`src/hdl/aod_pkg.sv`:
```
// shared types, constants and helpers for the accelerometer orientation detector
package aod_pkg;

  localparam int WINDOW     = 50;
  localparam int POS_W      = (WINDOW > 1) ? $clog2(WINDOW) : 1;
  localparam int SMP_W      = 16;
  localparam int MAG_W      = SMP_W + 1;
  localparam int LOCK_W     = 21;
  localparam int SUM_W      = $clog2(WINDOW * (1 << (SMP_W - 1)) + 1);
  localparam int CMP_W      = (SUM_W > LOCK_W) ? SUM_W : LOCK_W;
  localparam int CFG_IDX_W  = 3;
  localparam int CFG_DATA_W = LOCK_W;
  localparam int IN_DATA_W  = 3 * SMP_W;
  localparam int OUT_DATA_W = 8;

  localparam logic [CFG_IDX_W-1:0] REG_GRAVITY_LOW     = 3'd0;
  localparam logic [CFG_IDX_W-1:0] REG_GRAVITY_HIGH    = 3'd1;
  localparam logic [CFG_IDX_W-1:0] REG_LOCK_DIFFERENCE = 3'd2;
  localparam logic [CFG_IDX_W-1:0] REG_ACCIDENT_HIGH   = 3'd3;
  localparam logic [CFG_IDX_W-1:0] REG_ACCIDENT_LOW    = 3'd4;

  localparam logic signed [SMP_W-1:0] GRAVITY_LOW_RST     = 16'sd2135;
  localparam logic signed [SMP_W-1:0] GRAVITY_HIGH_RST    = 16'sd2888;
  localparam logic [LOCK_W-1:0]       LOCK_DIFFERENCE_RST = 21'd7680;
  localparam logic signed [SMP_W-1:0] ACCIDENT_HIGH_RST   = 16'sd5120;
  localparam logic signed [SMP_W-1:0] ACCIDENT_LOW_RST    = 16'sd0;

  typedef enum logic [1:0] {
    AX_X    = 2'd0,
    AX_Y    = 2'd1,
    AX_Z    = 2'd2,
    AX_NONE = 2'd3
  } axis_t;

  typedef logic signed [SMP_W-1:0] smp_t;

  typedef struct packed {
    smp_t x;
    smp_t y;
    smp_t z;
  } sample_t;

  typedef struct packed {
    logic [SUM_W-1:0] x;
    logic [SUM_W-1:0] y;
    logic [SUM_W-1:0] z;
  } sums_t;

  typedef struct packed {
    smp_t              gravity_low;
    smp_t              gravity_high;
    logic [LOCK_W-1:0] lock_difference;
    smp_t              accident_high;
    smp_t              accident_low;
  } cfg_t;

  typedef struct packed {
    logic  accident;
    axis_t up_axis;
    axis_t side_axis;
    axis_t forward_axis;
    logic  locked;
  } result_t;

  // magnitude of a sample, the most negative value gives 32768
  function automatic logic [MAG_W-1:0] mag16(smp_t v);
    logic [MAG_W-1:0] e;
    e = {v[SMP_W-1], v};
    return v[SMP_W-1] ? (~e + 1'b1) : e;
  endfunction

endpackage

```
`src/hdl/accel_axis_orientation_detector_top.sv`:
```
// top level: config registers, input and result registers around the detector logic
// an accepted item goes to the input register, then its result to the result register
// one item per cycle when the result is taken or absent, set by ring read and sum update
// the result register frees the input side whenever the result is taken or absent
// reset: synchronous active low, restores config defaults, clears sums and lock state
// the sample ring needs no clearing pass: slots read as zero until the first wrap
module accel_axis_orientation_detector_top (
  input  logic                             clk,
  input  logic                             rst_n,
  input  logic                             in_tvalid,
  output logic                             in_tready,
  input  logic [aod_pkg::IN_DATA_W-1:0]    in_tdata,   // accel_x, accel_y, accel_z
  output logic                             out_tvalid,
  input  logic                             out_tready,
  output logic [aod_pkg::OUT_DATA_W-1:0]   out_tdata,  // locked, forward_axis, side_axis,
                                                       // up_axis, accident
  input  logic                             cfg_valid,
  output logic                             cfg_ready,
  input  logic [aod_pkg::CFG_IDX_W-1:0]    cfg_index,
  input  logic [aod_pkg::CFG_DATA_W-1:0]   cfg_data
);
  import aod_pkg::*;

  cfg_t    cfg_r;
  sample_t smp_r;
  logic    smp_valid_r;
  result_t out_res_r;
  logic    out_valid_r;
  logic    advance;
  logic    process;
  sums_t   sums_nxt;
  result_t res;

  assign cfg_ready = 1'b1;

  always_ff @(posedge clk) begin
    if (!rst_n) begin
      cfg_r.gravity_low     <= GRAVITY_LOW_RST;
      cfg_r.gravity_high    <= GRAVITY_HIGH_RST;
      cfg_r.lock_difference <= LOCK_DIFFERENCE_RST;
      cfg_r.accident_high   <= ACCIDENT_HIGH_RST;
      cfg_r.accident_low    <= ACCIDENT_LOW_RST;
    end else if (cfg_valid) begin
      unique case (cfg_index)
        REG_GRAVITY_LOW:     cfg_r.gravity_low     <= cfg_data[SMP_W-1:0];
        REG_GRAVITY_HIGH:    cfg_r.gravity_high    <= cfg_data[SMP_W-1:0];
        REG_LOCK_DIFFERENCE: cfg_r.lock_difference <= cfg_data[LOCK_W-1:0];
        REG_ACCIDENT_HIGH:   cfg_r.accident_high   <= cfg_data[SMP_W-1:0];
        REG_ACCIDENT_LOW:    cfg_r.accident_low    <= cfg_data[SMP_W-1:0];
        default: ;
      endcase
    end
  end

  // the stage moves when the result register is empty or being emptied
  assign advance   = !out_valid_r || out_tready;
  assign process   = smp_valid_r && advance;
  assign in_tready = !smp_valid_r || advance;

  always_ff @(posedge clk) begin
    if (in_tvalid && in_tready) begin
      smp_r.x <= in_tdata[SMP_W-1:0];
      smp_r.y <= in_tdata[2*SMP_W-1:SMP_W];
      smp_r.z <= in_tdata[3*SMP_W-1:2*SMP_W];
    end
    if (process) begin
      out_res_r <= res;
    end
  end

  always_ff @(posedge clk) begin
    if (!rst_n) begin
      smp_valid_r <= 1'b0;
      out_valid_r <= 1'b0;
    end else begin
      if (in_tready) begin
        smp_valid_r <= in_tvalid;
      end
      if (advance) begin
        out_valid_r <= smp_valid_r;
      end
    end
  end

  aod_window u_window (
    .clk      (clk),
    .rst_n    (rst_n),
    .upd      (process),
    .smp      (smp_r),
    .sums_nxt (sums_nxt)
  );

  aod_lock u_lock (
    .clk   (clk),
    .rst_n (rst_n),
    .upd   (process),
    .smp   (smp_r),
    .cfg   (cfg_r),
    .sums  (sums_nxt),
    .res   (res)
  );

  assign out_tvalid = out_valid_r;
  assign out_tdata  = {out_res_r.accident, out_res_r.up_axis, out_res_r.side_axis,
                       out_res_r.forward_axis, out_res_r.locked};

  a_accident_needs_lock: assert property (@(posedge clk) disable iff (!rst_n)
    out_valid_r |-> !out_res_r.accident || out_res_r.locked)
    else $error("accident flagged while unlocked");

  a_no_stall_when_free: assert property (@(posedge clk) disable iff (!rst_n)
    !out_valid_r |-> in_tready)
    else $error("input stalled with an empty result register");

endmodule

```
`src/hdl/aod_window.sv`:
```
// sample ring of magnitudes and running per-axis absolute sums over the window
module aod_window (
  input  logic           clk,
  input  logic           rst_n,
  input  logic           upd,
  input  aod_pkg::sample_t smp,
  output aod_pkg::sums_t sums_nxt
);
  import aod_pkg::*;

  logic [3*MAG_W-1:0] ring_mem [WINDOW];
  logic [3*MAG_W-1:0] rd_q_r;
  logic [POS_W-1:0]   pos_r, pos_nxt, rd_addr;
  logic               wrapped_r;
  sums_t              sums_r;
  logic [MAG_W-1:0]   new_x, new_y, new_z;
  logic [MAG_W-1:0]   old_x, old_y, old_z;
  logic               last_slot;

  assign new_x = mag16(smp.x);
  assign new_y = mag16(smp.y);
  assign new_z = mag16(smp.z);

  // slots not yet written since reset read as zero
  assign {old_x, old_y, old_z} = wrapped_r ? rd_q_r : '0;

  assign last_slot = (pos_r == POS_W'(WINDOW - 1));
  assign pos_nxt   = last_slot ? '0 : pos_r + 1'b1;
  // prefetch the slot that the next item overwrites
  assign rd_addr   = upd ? pos_nxt : pos_r;

  assign sums_nxt.x = sums_r.x - SUM_W'(old_x) + SUM_W'(new_x);
  assign sums_nxt.y = sums_r.y - SUM_W'(old_y) + SUM_W'(new_y);
  assign sums_nxt.z = sums_r.z - SUM_W'(old_z) + SUM_W'(new_z);

  always_ff @(posedge clk) begin
    if (upd) begin
      ring_mem[pos_r] <= {new_x, new_y, new_z};
    end
    rd_q_r <= ring_mem[rd_addr];
  end

  always_ff @(posedge clk) begin
    if (!rst_n) begin
      pos_r     <= '0;
      wrapped_r <= 1'b0;
      sums_r    <= '0;
    end else if (upd) begin
      pos_r  <= pos_nxt;
      sums_r <= sums_nxt;
      if (last_slot) begin
        wrapped_r <= 1'b1;
      end
    end
  end

  a_pos_range: assert property (@(posedge clk) disable iff (!rst_n)
    pos_r <= POS_W'(WINDOW - 1))
    else $error("ring position beyond window");

  a_sums_hold: assert property (@(posedge clk) disable iff (!rst_n)
    !upd |=> $stable(sums_r) && $stable(pos_r))
    else $error("window sums moved without an item");

endmodule

```
`src/hdl/aod_lock.sv`:
```
// gravity band check, axis lock decision and accident flag
module aod_lock (
  input  logic              clk,
  input  logic              rst_n,
  input  logic              upd,
  input  aod_pkg::sample_t  smp,
  input  aod_pkg::cfg_t     cfg,
  input  aod_pkg::sums_t    sums,
  output aod_pkg::result_t  res
);
  import aod_pkg::*;

  logic             locked_r, locked_nxt;
  axis_t            fwd_r, fwd_nxt;
  axis_t            side_r, side_nxt;
  axis_t            up_r, up_nxt;
  logic             band_x, band_y, band_z;
  logic             hit;
  axis_t            up_cand, a_ax, b_ax;
  logic [SUM_W-1:0] sa, sb;
  logic             a_gt;
  logic [SUM_W-1:0] diff;
  logic             enough;

  function automatic logic [SUM_W-1:0] pick_sum(sums_t s, axis_t ax);
    logic [SUM_W-1:0] v;
    unique case (ax)
      AX_X:    v = s.x;
      AX_Y:    v = s.y;
      AX_Z:    v = s.z;
      default: v = '0;
    endcase
    return v;
  endfunction

  assign band_x = (smp.x >= cfg.gravity_low) && (smp.x <= cfg.gravity_high);
  assign band_y = (smp.y >= cfg.gravity_low) && (smp.y <= cfg.gravity_high);
  assign band_z = (smp.z >= cfg.gravity_low) && (smp.z <= cfg.gravity_high);

  // y wins over x, x over z
  always_comb begin
    if (band_y) begin
      hit = 1'b1; up_cand = AX_Y; a_ax = AX_Z; b_ax = AX_X;
    end else if (band_x) begin
      hit = 1'b1; up_cand = AX_X; a_ax = AX_Z; b_ax = AX_Y;
    end else if (band_z) begin
      hit = 1'b1; up_cand = AX_Z; a_ax = AX_X; b_ax = AX_Y;
    end else begin
      hit = 1'b0; up_cand = AX_NONE; a_ax = AX_Z; b_ax = AX_X;
    end
  end

  assign sa     = pick_sum(sums, a_ax);
  assign sb     = pick_sum(sums, b_ax);
  assign a_gt   = sa > sb;
  assign diff   = a_gt ? (sa - sb) : (sb - sa);
  assign enough = CMP_W'(diff) > CMP_W'(cfg.lock_difference);

  always_comb begin
    locked_nxt = locked_r;
    fwd_nxt    = fwd_r;
    side_nxt   = side_r;
    up_nxt     = up_r;
    if (!locked_r && hit) begin
      up_nxt = up_cand;
      if (enough) begin
        locked_nxt = 1'b1;
        fwd_nxt    = a_gt ? a_ax : b_ax;
        side_nxt   = a_gt ? b_ax : a_ax;
      end
    end
  end

  assign res.locked       = locked_nxt;
  assign res.forward_axis = fwd_nxt;
  assign res.side_axis    = side_nxt;
  assign res.up_axis      = up_nxt;
  assign res.accident     = locked_nxt &&
                            ((smp.x > cfg.accident_high) || (smp.x < cfg.accident_low));

  always_ff @(posedge clk) begin
    if (!rst_n) begin
      locked_r <= 1'b0;
      fwd_r    <= AX_NONE;
      side_r   <= AX_NONE;
      up_r     <= AX_NONE;
    end else if (upd) begin
      locked_r <= locked_nxt;
      fwd_r    <= fwd_nxt;
      side_r   <= side_nxt;
      up_r     <= up_nxt;
    end
  end

  a_lock_sticky: assert property (@(posedge clk) disable iff (!rst_n)
    locked_r |=> locked_r && $stable(fwd_r) && $stable(side_r) && $stable(up_r))
    else $error("axis assignment changed after lock");

  a_lock_distinct: assert property (@(posedge clk) disable iff (!rst_n)
    locked_r |-> fwd_r != side_r && fwd_r != up_r && side_r != up_r &&
                 fwd_r != AX_NONE && side_r != AX_NONE && up_r != AX_NONE)
    else $error("locked axes not a permutation");

endmodule
```
`config.mk`:
```
export PLATFORM = sky130hd
export DESIGN_NAME = accel_axis_orientation_detector_top
export DESIGN_NICKNAME = d
export VERILOG_FILES = /design/src/hdl/aod_pkg.sv /design/src/hdl/accel_axis_orientation_detector_top.sv /design/src/hdl/aod_window.sv /design/src/hdl/aod_lock.sv
export SDC_FILE = /design/constraint.sdc
export NUM_CORES = 2
export LEC_CHECK = 0
export BUFFER_PORTS_ARGS = -buffer_cell sky130_fd_sc_hd__buf_2
export CAP_MARGIN = 20
export CORE_ASPECT_RATIO = 1.1
export CORE_MARGIN = 1.5
export CORE_UTILIZATION = 55
export CTS_CLUSTER_DIAMETER = 120
export DETAILED_ROUTE_END_ITERATION = 7
export MAX_ROUTING_LAYER = met4
export PLACE_DENSITY = 0.75
export SYNTH_ARGS = -nofsm -noshare
export SYNTH_HDL_FRONTEND = slang
export SYNTH_HIERARCHICAL = 1
export SYNTH_SLANG_ARGS = --single-unit
```
`constraint.sdc`:
```
create_clock -name clk -period 15 [get_ports clk]
set_input_delay 1.5 -clock clk [delete_from_list [all_inputs] [get_ports clk]]
set_output_delay 1.5 -clock clk [all_outputs]
set_load 0.05 [all_outputs]
```
==> reports/qor.yml <==
status:
  status: "complete, no violations"
timing:
  timing.final.crit_share_pct: 68.4
  fin_ws_ns: 4.74
  finalMaxSlewViolations: 0
  setup_tns_ns: 0
  tightest_slew_ns: 1.29
  fmax_ghz: 0.0975
  min_period_ns: 10.26
  finClkSkew_ns: 0.0759
  setup_viol: 0
  rsz0062_at_grt: "false"
  report.final.hold_viol_count: 0
  slew_headroom_pct: 13.9
  holdWs_ns: 0.458
die:
  die_h_um: 494
  coreArea_um2: 217000
  ios: 88
  fp.dieW_um: 449
  fp.dieArea_um2: 222000
  rows: 179
  initial_core_util_pct: 55.5
clock_network:
  max-clock-path-buffers: 4
  postCtsSetupBuffers: 0
  post_cts_resized: 0
  clk_pin_slew_worst_paths_ns: 0.06
  cts_sinks: 2821
  hold_buffers: 0
  numCtsBuffers: 291
  cts_root_buffer: "clkbuf_16"
  clock_latency_ns: 0.98
  cts_tree: "built"
  h-tree-depth: 5
worst_setup_path:
  worst-path-max-fanout: 53
  critPathKind: "reg2reg"
  cp_common_cell: "ha_1"
  cpPeakStageDelay_ns: 0.68
  end_kind: "register"
  cp.required_ns: 15.69
  critical_path_buf_inv_count: 4
  worstPathArrival_ns: 10.95
  critPathTopFamily: "simple AND/OR/NAND/NOR gates"
  critPathSlowestCell: "a21o_1"
  cp-start-kind: "register"
routing:
  wire_per_inst_um: 34.4
  drc: 0
  routed_wl_um: 374000
  firstDrtPassIters: 6
  via_per_inst: 6.82
  routed-via-count: 74100
  dr.first_iter.drc_count: 11700
  ant_nets: 0
layout:
  layout_commonest_cell: "edfxtp_1"
  layoutNonFillerInstCount: 10900
  n_fill_cell: 14800
  fin_area_um2: 135000
  final_cell_mix: "edfxtp_1, nand2_1, mux4_2"
  syn_to_final_growth_pct: 12.1
  drive_gt1_share_pct: 17.4
  final_nets: 8118
place:
  place.port_buffers: 86
  pre_cts_ws_ns: 4.86
  place_congestion: 0.954
  post-dp-hpwl_um: 212000
  placed_cell_area_um2: 125000
  placed_cells: 10300
global_routing:
  grt_pass1_vias: 72300
  grt_pass1_wl_um: 522000
  grt_max_degree: 115
  overflow: 0
  grt_usage_pct: 34.3
  antenna_found_initial: 23
yosys:
  ys_ff_latch: 2821
  ys_seq_area_share_pct: 68.6
  synthFlopType: "edfxtp_1"
  synth_top_area_share_pct: 65.0
  postSynthAreaPerCell_um2: 16.4
  netlist_instances: 7351
  synth-edff-count: 2606
  syn_area_um2: 120000
  synthTopCellsByArea: "edfxtp_1, mux4_2, dfxtp_1"
  synth_cell_types: 116
  yosysWarnings: 6
  async_flop_share_pct: 0
  yosys.area.top_type: "edfxtp_1"
pwr:
  cellPowerDensity_nw_per_um2: 165
  p_leak_nw: 46.0
  vdd_drop_max_uv: 221
job:
  cap_violations: 0
hold_path:
  hold_path_class: "reg2reg"
-- final cells by class --
class                   instances  area, um^2  share of cell area [%]
diodes                         23        57.6                  0.0426
inverters                     337        1260                   0.937
flip-flops and latches       2821       82600                    61.2
clock buffers                 357        7790                    5.77
clock inverters               152        1700                    1.26
multi-input cells            3958       35500                    26.3
repair buffers                322        2530                    1.87
well taps                    2896        3620                    2.68
-- layer usage --
layer | track usage (%) | vias to the layer above | share of wire (%)
li1 | - | 29500 | -
met1 | 41.5 | 37100 | 33
met2 | 51.6 | 6158 | 46
met3 | 9.93 | 1360 | 14
met4 | 19.8 | 0 | 6.8
met5 | - | - | 0
-- final timing paths --
kind                                 from  slack, ns  cells past startpoint           end
worst max-delay path            smp_r[16]       4.74                     35  out_tdata[3]
worst min-delay path            cfg_r[13]       0.46                      2     cfg_r[13]
worst min register to register  cfg_r[13]       0.46                      2     cfg_r[13]
worst max register to register  smp_r[16]       4.74                     35  out_tdata[3]
-- logic make-up after synthesis --
group | share of synthesized area, %
fa+ha+maj | 3.55
compound gates | 6.48
xor+xnor | 0.856
buf+inv | 2.97
simple gates | 5.76
flops | 68.6
other cells | 0.00935
mux | 11.8
-- sequential cells by signal (all words and copies together), names as in the netlist, 6 cells and up --
| name | count |
|---|---|
| u_window/pos_r | 6 |
| u_window/sums_r | 63 |
| out_tdata | 8 |
| smp_r | 48 |
| cfg_r | 85 |
| u_window/ring_mem | 2550 |
| u_window/rd_q_r | 51 |
-- cells in the mapped netlist (27+ instances only) --
| master | number |
|---|---|
| a21o_1 | 73 |
| xor2_1 | 53 |
| nor3_1 | 38 |
| mux2_4 | 36 |
| or3_1 | 30 |
| or4_1 | 28 |
| a211oi_1 | 35 |
| inv_1 | 337 |
| o22ai_1 | 47 |
| buf_4 | 71 |
| nor2b_1 | 53 |
| a221oi_1 | 33 |
| buf_6 | 38 |
| xnor2_1 | 54 |
| buf_2 | 112 |
| clkbuf_1 | 130 |
| ha_1 | 257 |
| mux4_2 | 455 |
| a22oi_1 | 101 |
| nor2_1 | 203 |
| edfxtp_1 | 2606 |
| nand4_1 | 54 |
| nand2_1 | 664 |
| a21oi_1 | 214 |
| and2_1 | 61 |
| o211ai_1 | 35 |
| and3_1 | 48 |
| fa_1 | 53 |
| dfxtp_1 | 215 |
| a32oi_1 | 42 |
| nand3_1 | 182 |
| a31oi_1 | 59 |
| o21ai_0 | 115 |
| mux2i_1 | 325 |
| o31ai_1 | 27 |
-- where the power goes --
part	total (W)	switching (W)	internal (W)
sequential	0.00893	0.0000973	0.00883
combinational	0.00603	0.00361	0.00242
clock	0.00730	0.00299	0.00431
total	0.0223	0.00670	0.0156
-- metrics by stage --
step	util, %	total power [W]
after floorplan	-	0.0136
after global placement	57.6	0.0149
after detailed placement	57.7	0.0150
after CTS	62.1	0.0222
after global routing	62.2	0.0231
final	62.2	0.0223
-- worst register-to-register path, delay by kind of cell, from the launching register on --
kind / cells / cell delay [ns]
XOR/XNOR: 3 / 0.44
flip-flops: 1 / 0.36
adder cells (fa/ha/maj): 5 / 1.81
multiplexers: 3 / 0.91
buffers and inverters: 4 / 0.57
AND/OR/NAND/NOR: 13 / 3.30
AO/OA/AOI/OAI: 7 / 2.64
Note: power is estimated with default switching activity, not from simulation.
